**src/hw/rtl/begcd_pkg.sv**
```systemverilog
`timescale 1ns / 1ps
`default_nettype none
package begcd_pkg;

  localparam int WORDS = 4;
  localparam int EW    = WORDS + 1;        // loop registers carry one guard word
  localparam int VW    = EW * 64;
  localparam int IW    = (WORDS > 1) ? $clog2(WORDS) : 1;
  localparam int PW    = $clog2(WORDS + 2); // load position saturates at WORDS+1
  localparam int RW    = 9;

  typedef enum logic [1:0] {
    ST_OK     = 2'd0,
    ST_ZERO   = 2'd1,
    ST_SIGN   = 2'd2,
    ST_EXCESS = 2'd3
  } status_t;

  typedef enum logic [2:0] {
    S_IDLE,
    S_RD,
    S_RDW,
    S_TWOS,
    S_XEVEN,
    S_MAIN,
    S_SHL,
    S_EMIT
  } state_t;

  typedef struct packed {
    logic [63:0] a_word;
    logic [63:0] b_word;
    logic        last_word;
  } in_beat_t;

  typedef struct packed {
    logic [63:0] gcd_word;
    logic [63:0] s_word;
    logic [63:0] t_word;
    status_t     status;
    logic        last_result;
  } out_beat_t;

  typedef struct packed {
    logic          we;
    logic [IW-1:0] waddr;
    logic [127:0]  wdata;   // {a, b}
    logic [IW-1:0] raddr;
  } store_req_t;

endpackage
`default_nettype wire

```
**src/hw/rtl/begcd_opstore.sv**
```systemverilog
`timescale 1ns / 1ps
`default_nettype none
module begcd_opstore (
  input  wire logic                  clk,
  input  wire begcd_pkg::store_req_t req,
  output logic [127:0]               rd_data_r
);
  import begcd_pkg::*;

  logic [127:0] mem [WORDS];

  always_ff @(posedge clk) begin
    if (req.we) begin
      mem[req.waddr] <= req.wdata;
    end
    rd_data_r <= mem[req.raddr];
  end

endmodule
`default_nettype wire

```
**config.mk**
```make
export PLATFORM = sky130hd
export DESIGN_NAME = begcd_opstore
export DESIGN_NICKNAME = d
export VERILOG_FILES = /design/src/hw/rtl/begcd_pkg.sv /design/src/hw/rtl/begcd_opstore.sv
export SDC_FILE = /design/constraint.sdc
export NUM_CORES = 1
export LEC_CHECK = 0
export BUFFER_PORTS_ARGS = -buffer_cell sky130_fd_sc_hd__buf_2
export CORE_MARGIN = 5
export CORE_UTILIZATION = 51
export DETAILED_ROUTE_END_ITERATION = 10
export GPL_ROUTABILITY_DRIVEN = 0
export PLACE_DENSITY = 0.7
export SLEW_MARGIN = 40
export SYNTH_ARGS = -nofsm -noshare
export SYNTH_HDL_FRONTEND = slang
export SYNTH_SLANG_ARGS = --single-unit
```
**constraint.sdc**
```tcl
create_clock -name clk -period 11.2 [get_ports clk]
set_clock_uncertainty 0.1 [all_clocks]
set_input_delay 0.56 -clock clk [delete_from_list [all_inputs] [get_ports clk]]
set_output_delay 0.56 -clock clk [all_outputs]
set_load 0.02 [all_outputs]
```
==> impl_summary.log <==
[metrics] Sink Count: between 600 and 700
[metrics] count of placed standard cells in the final layout, fillers left out: approximately 1,700
[metrics] layout filler cell count: around 2,900
[metrics] register clock-pin slew on the reported worst setup and hold paths: about 0.060 ns
[metrics] number of warnings printed during yosys synthesis: 0
[metrics] launch point of the critical path: req[130]
[metrics] CP endpoint: mem[2][116]
[metrics] effective utilization at floorplan: 0.5172
[metrics] full die area: approximately 46,000 µm²
[metrics] pre-CTS setup slack: roughly 7.7 ns
[metrics] total iterations of the first detailed-routing run: 5
[metrics] final routed DRC violation total: 0
[metrics] Setup TNS Final: 0 ns
[metrics] I/O pin total: 262
[metrics] quantity of gates resized following cts: 0
[metrics] height of the die: ~210 µm
[metrics] wire length of the first global-routing pass: about 58,000 µm
[metrics] Worst EP required: between 10 and 15 ns
[metrics] endpoint kind of the worst setup timing path: register
[metrics] average footprint of a synthesized cell: around 26 µm²
[metrics] estimated wirelength of the detail-placed design: 22,350 µm
[metrics] unrepaired setup endpoints after global routing: false
[metrics] port buffer count: ~260
[metrics] post-route design area: around 25,000 µm²
[metrics] Buf/Inv on CP: 3
[metrics] via density per instance: ~5.3
[metrics] total stage count of the critical path: 4
[metrics] setup slack after layout: between 8 and 9 ns
[metrics] start point of the worst min-delay path: req[103]
[metrics] root buffer cell: clkbuf_16
[metrics] CP cell instances: buf_2, and3b_4, buf_4, buf_4
[metrics] worst voltage drop across the vdd grid: roughly 0.00013 V
[metrics] Unique masters post-synth: 10
[metrics] delay contributed by the slowest stage of the critical path: ~0.80 ns
[metrics] TritonCTS clock tree: yes
[metrics] CTS H-Tree Depth: 2
[metrics] largest net degree at the start of global routing: between 100 and 150
[metrics] post-route ant nets: 0
[metrics] proportion of layout cells with a drive suffix above 1: 0.4202
[metrics] Max-cap violations: 0
[metrics] measured slew at the worst slew-check pin: 0.8355 ns
[metrics] total global routing track utilization: 0.1685
[metrics] cells on worst reg2reg path: 1
[metrics] cell type contributing the most total cell area after synthesis: edfxtp_1
[metrics] maximum number of buffers from clock root to sink: 3
[metrics] Initial DRC Count: 677
[metrics] routed vias: between 8,000 and 9,000
[metrics] source-to-sink clock delay at the later pin of the worst-skew pair: ~0.6 ns
[metrics] relative area change from synthesis to final layout: 17.77%
[metrics] element type at the critical path start: input port
[metrics] share of Yosys cell area claimed by the top area cell type: 0.7264
[metrics] Netlist Area Pre-Place: ~21,000 µm²
[metrics] average routed wire per standard cell: 22.46 µm
[metrics] kind of cell adding the most delay to the critical path: buffers and inverters
[metrics] result of the run: complete, no violations
[metrics] number of instances in the placed design: between 1,500 and 2,000
[metrics] Power Density: between 200 and 250 nW/µm²
[metrics] standby leakage power: a little under 9 nW
[metrics] Die W: 213.7 µm
[metrics] CP Max Fanout: between 40 and 50
[metrics] number of slew-limit violations in the final report: 0
[metrics] CTS Hold Buffers Added: 0
[metrics] ratio of final minimum period to clock period: 0.2496
[metrics] residual overflow from global routing: 0
[metrics] post-layout util: 0.6091
[metrics] leading post-synthesis cells by cell area: edfxtp_1 (73%), mux4_2 (14%), dfxtp_1 (12%), buf_12 (0.95%), buf_2 (0.31%)
[metrics] synthesized netlist net count: around 930
[metrics] Hold Path Class: input port to register
[metrics] Final Hold Viols: 0
[metrics] number of buffers inserted by post-CTS setup repair: 0
[metrics] number of synthesized register bits: between 600 and 700
[metrics] reg2reg setup slack: 10.10 ns
[metrics] CP max stage cell: and3b_4
[metrics] Slew HR: 0.4430
[metrics] Synth Instances: 800
[metrics] nets: between 1,000 and 1,500
[metrics] Std-Cell Core Area: slightly above 40,000 µm²
[metrics] most common cell type on the critical path: buf_4
[metrics] placed inst area: approximately 23,000 µm²
[metrics] data arrival at the endpoint of the critical path: ~2.9 ns
[metrics] post-route minimum period: 2.796 ns
[metrics] number of antenna violations at the first check in global routing: 13
[metrics] sequential-to-total area share from yosys stat: 0.8475
[metrics] Row Count: 74
[metrics] highest clock rate: ~360 MHz
[metrics] Final setup violation count: 0
[metrics] CTS buffer count: just over 60
[metrics] category of the critical setup timing path: input port to register
[metrics] final WL: approximately 38,000 µm
[metrics] reg-to-reg endpoint: rd_data_r[61]
[metrics] number of global-route vias before repair: a little under 10,000
[metrics] number of cells on the worst hold path: 1
[metrics] reg2reg start: mem[2][61]
-- registers in the layout (all words and copies together), names as in the netlist --
name and flops:
mem 512, rd_data_r 128
-- routing by layer --
layer,up-vias,part of all wire,track usage
li1,3977,-,-
met1,4666,0.41,0.2371
met2,260,0.49,0.2592
met3,72,0.083,0.05267
met4,20,0.020,0.05219
met5,-,0.0034,0
-- placed cells by master (no fill, tap or decap) --
cell / synthesis / layout
mux4_2: 128 / 128
buf_2: 13 / 259
buf_6: 4 / 6
and3b_4: 0 / 2
and3_4: 0 / 1
inv_6: 0 / 1
diode_2: 0 / 6
clkinv_1: 0 / 11
clkbuf_1: 1 / 21
edfxtp_1: 512 / 512
nor3b_2: 0 / 1
buf_12: 10 / 1
clkinv_2: 0 / 9
buf_4: 0 / 4
dfxtp_1: 128 / 128
clkbuf_16: 0 / 63
inv_8: 0 / 1
bufinv_16: 0 / 3
buf_8: 0 / 1
clkbuf_8: 0 / 7
-- worst min path at each step --
stage                    endpoint  slack (ns)
detailed placement  rd_data_r[97]        0.44
floorplan            rd_data_r[0]        0.43
global placement    rd_data_r[43]        0.43
finish                mem[2][101]        0.07
global route           mem[1][15]        0.04
CTS                    mem[3][15]        0.02
-- stage by stage --
| step | hold WS [ns] | power (mW) |
|---|---|---|
| 6_report | 0.06667 | 5.000 |
| 5_1_grt | 0.03793 | 5.199 |
| 2_1_floorplan | 0.4322 | 2.977 |
| 3_5_place_dp | 0.4399 | 3.099 |
| 3_3_place_gp | 0.4331 | 3.087 |
| 4_1_cts | 0.02274 | 5.063 |
-- cell usage after synthesis --
master / n
edfxtp_1: 512
dfxtp_1: 128
mux4_2: 128
buf_2: 13
buf_12: 10
buf_6: 4
and3b_1: 2
and3_1: 1
clkbuf_1: 1
nor3b_1: 1
-- cell families after synthesis --
group                  count (synthesis)  synth area share
DFF                                  640            0.8475
muxes                                128            0.1362
buffers and inverters                 28           0.01484
and+or+nand+nor                        4          0.001478
-- power breakdown --
group	switching (mW)	total, mW	internal (mW)
combinational	0.172	0.290	0.118
sequential	0.0376	2.75	2.71
clock	0.814	1.96	1.15
-- final cells by class --
type	instances	area [µm²]	share of cell area
multi-input cells	132	2932	0.1176
diodes	6	15.01	0.0006023
clock inverters	25	196.4	0.007881
flip-flops and latches	640	17940	0.7196
repair buffers	271	1429	0.05732
clock buffers	91	1752	0.07027
well taps	532	665.6	0.02670
(Power assumes the default switching activity.)
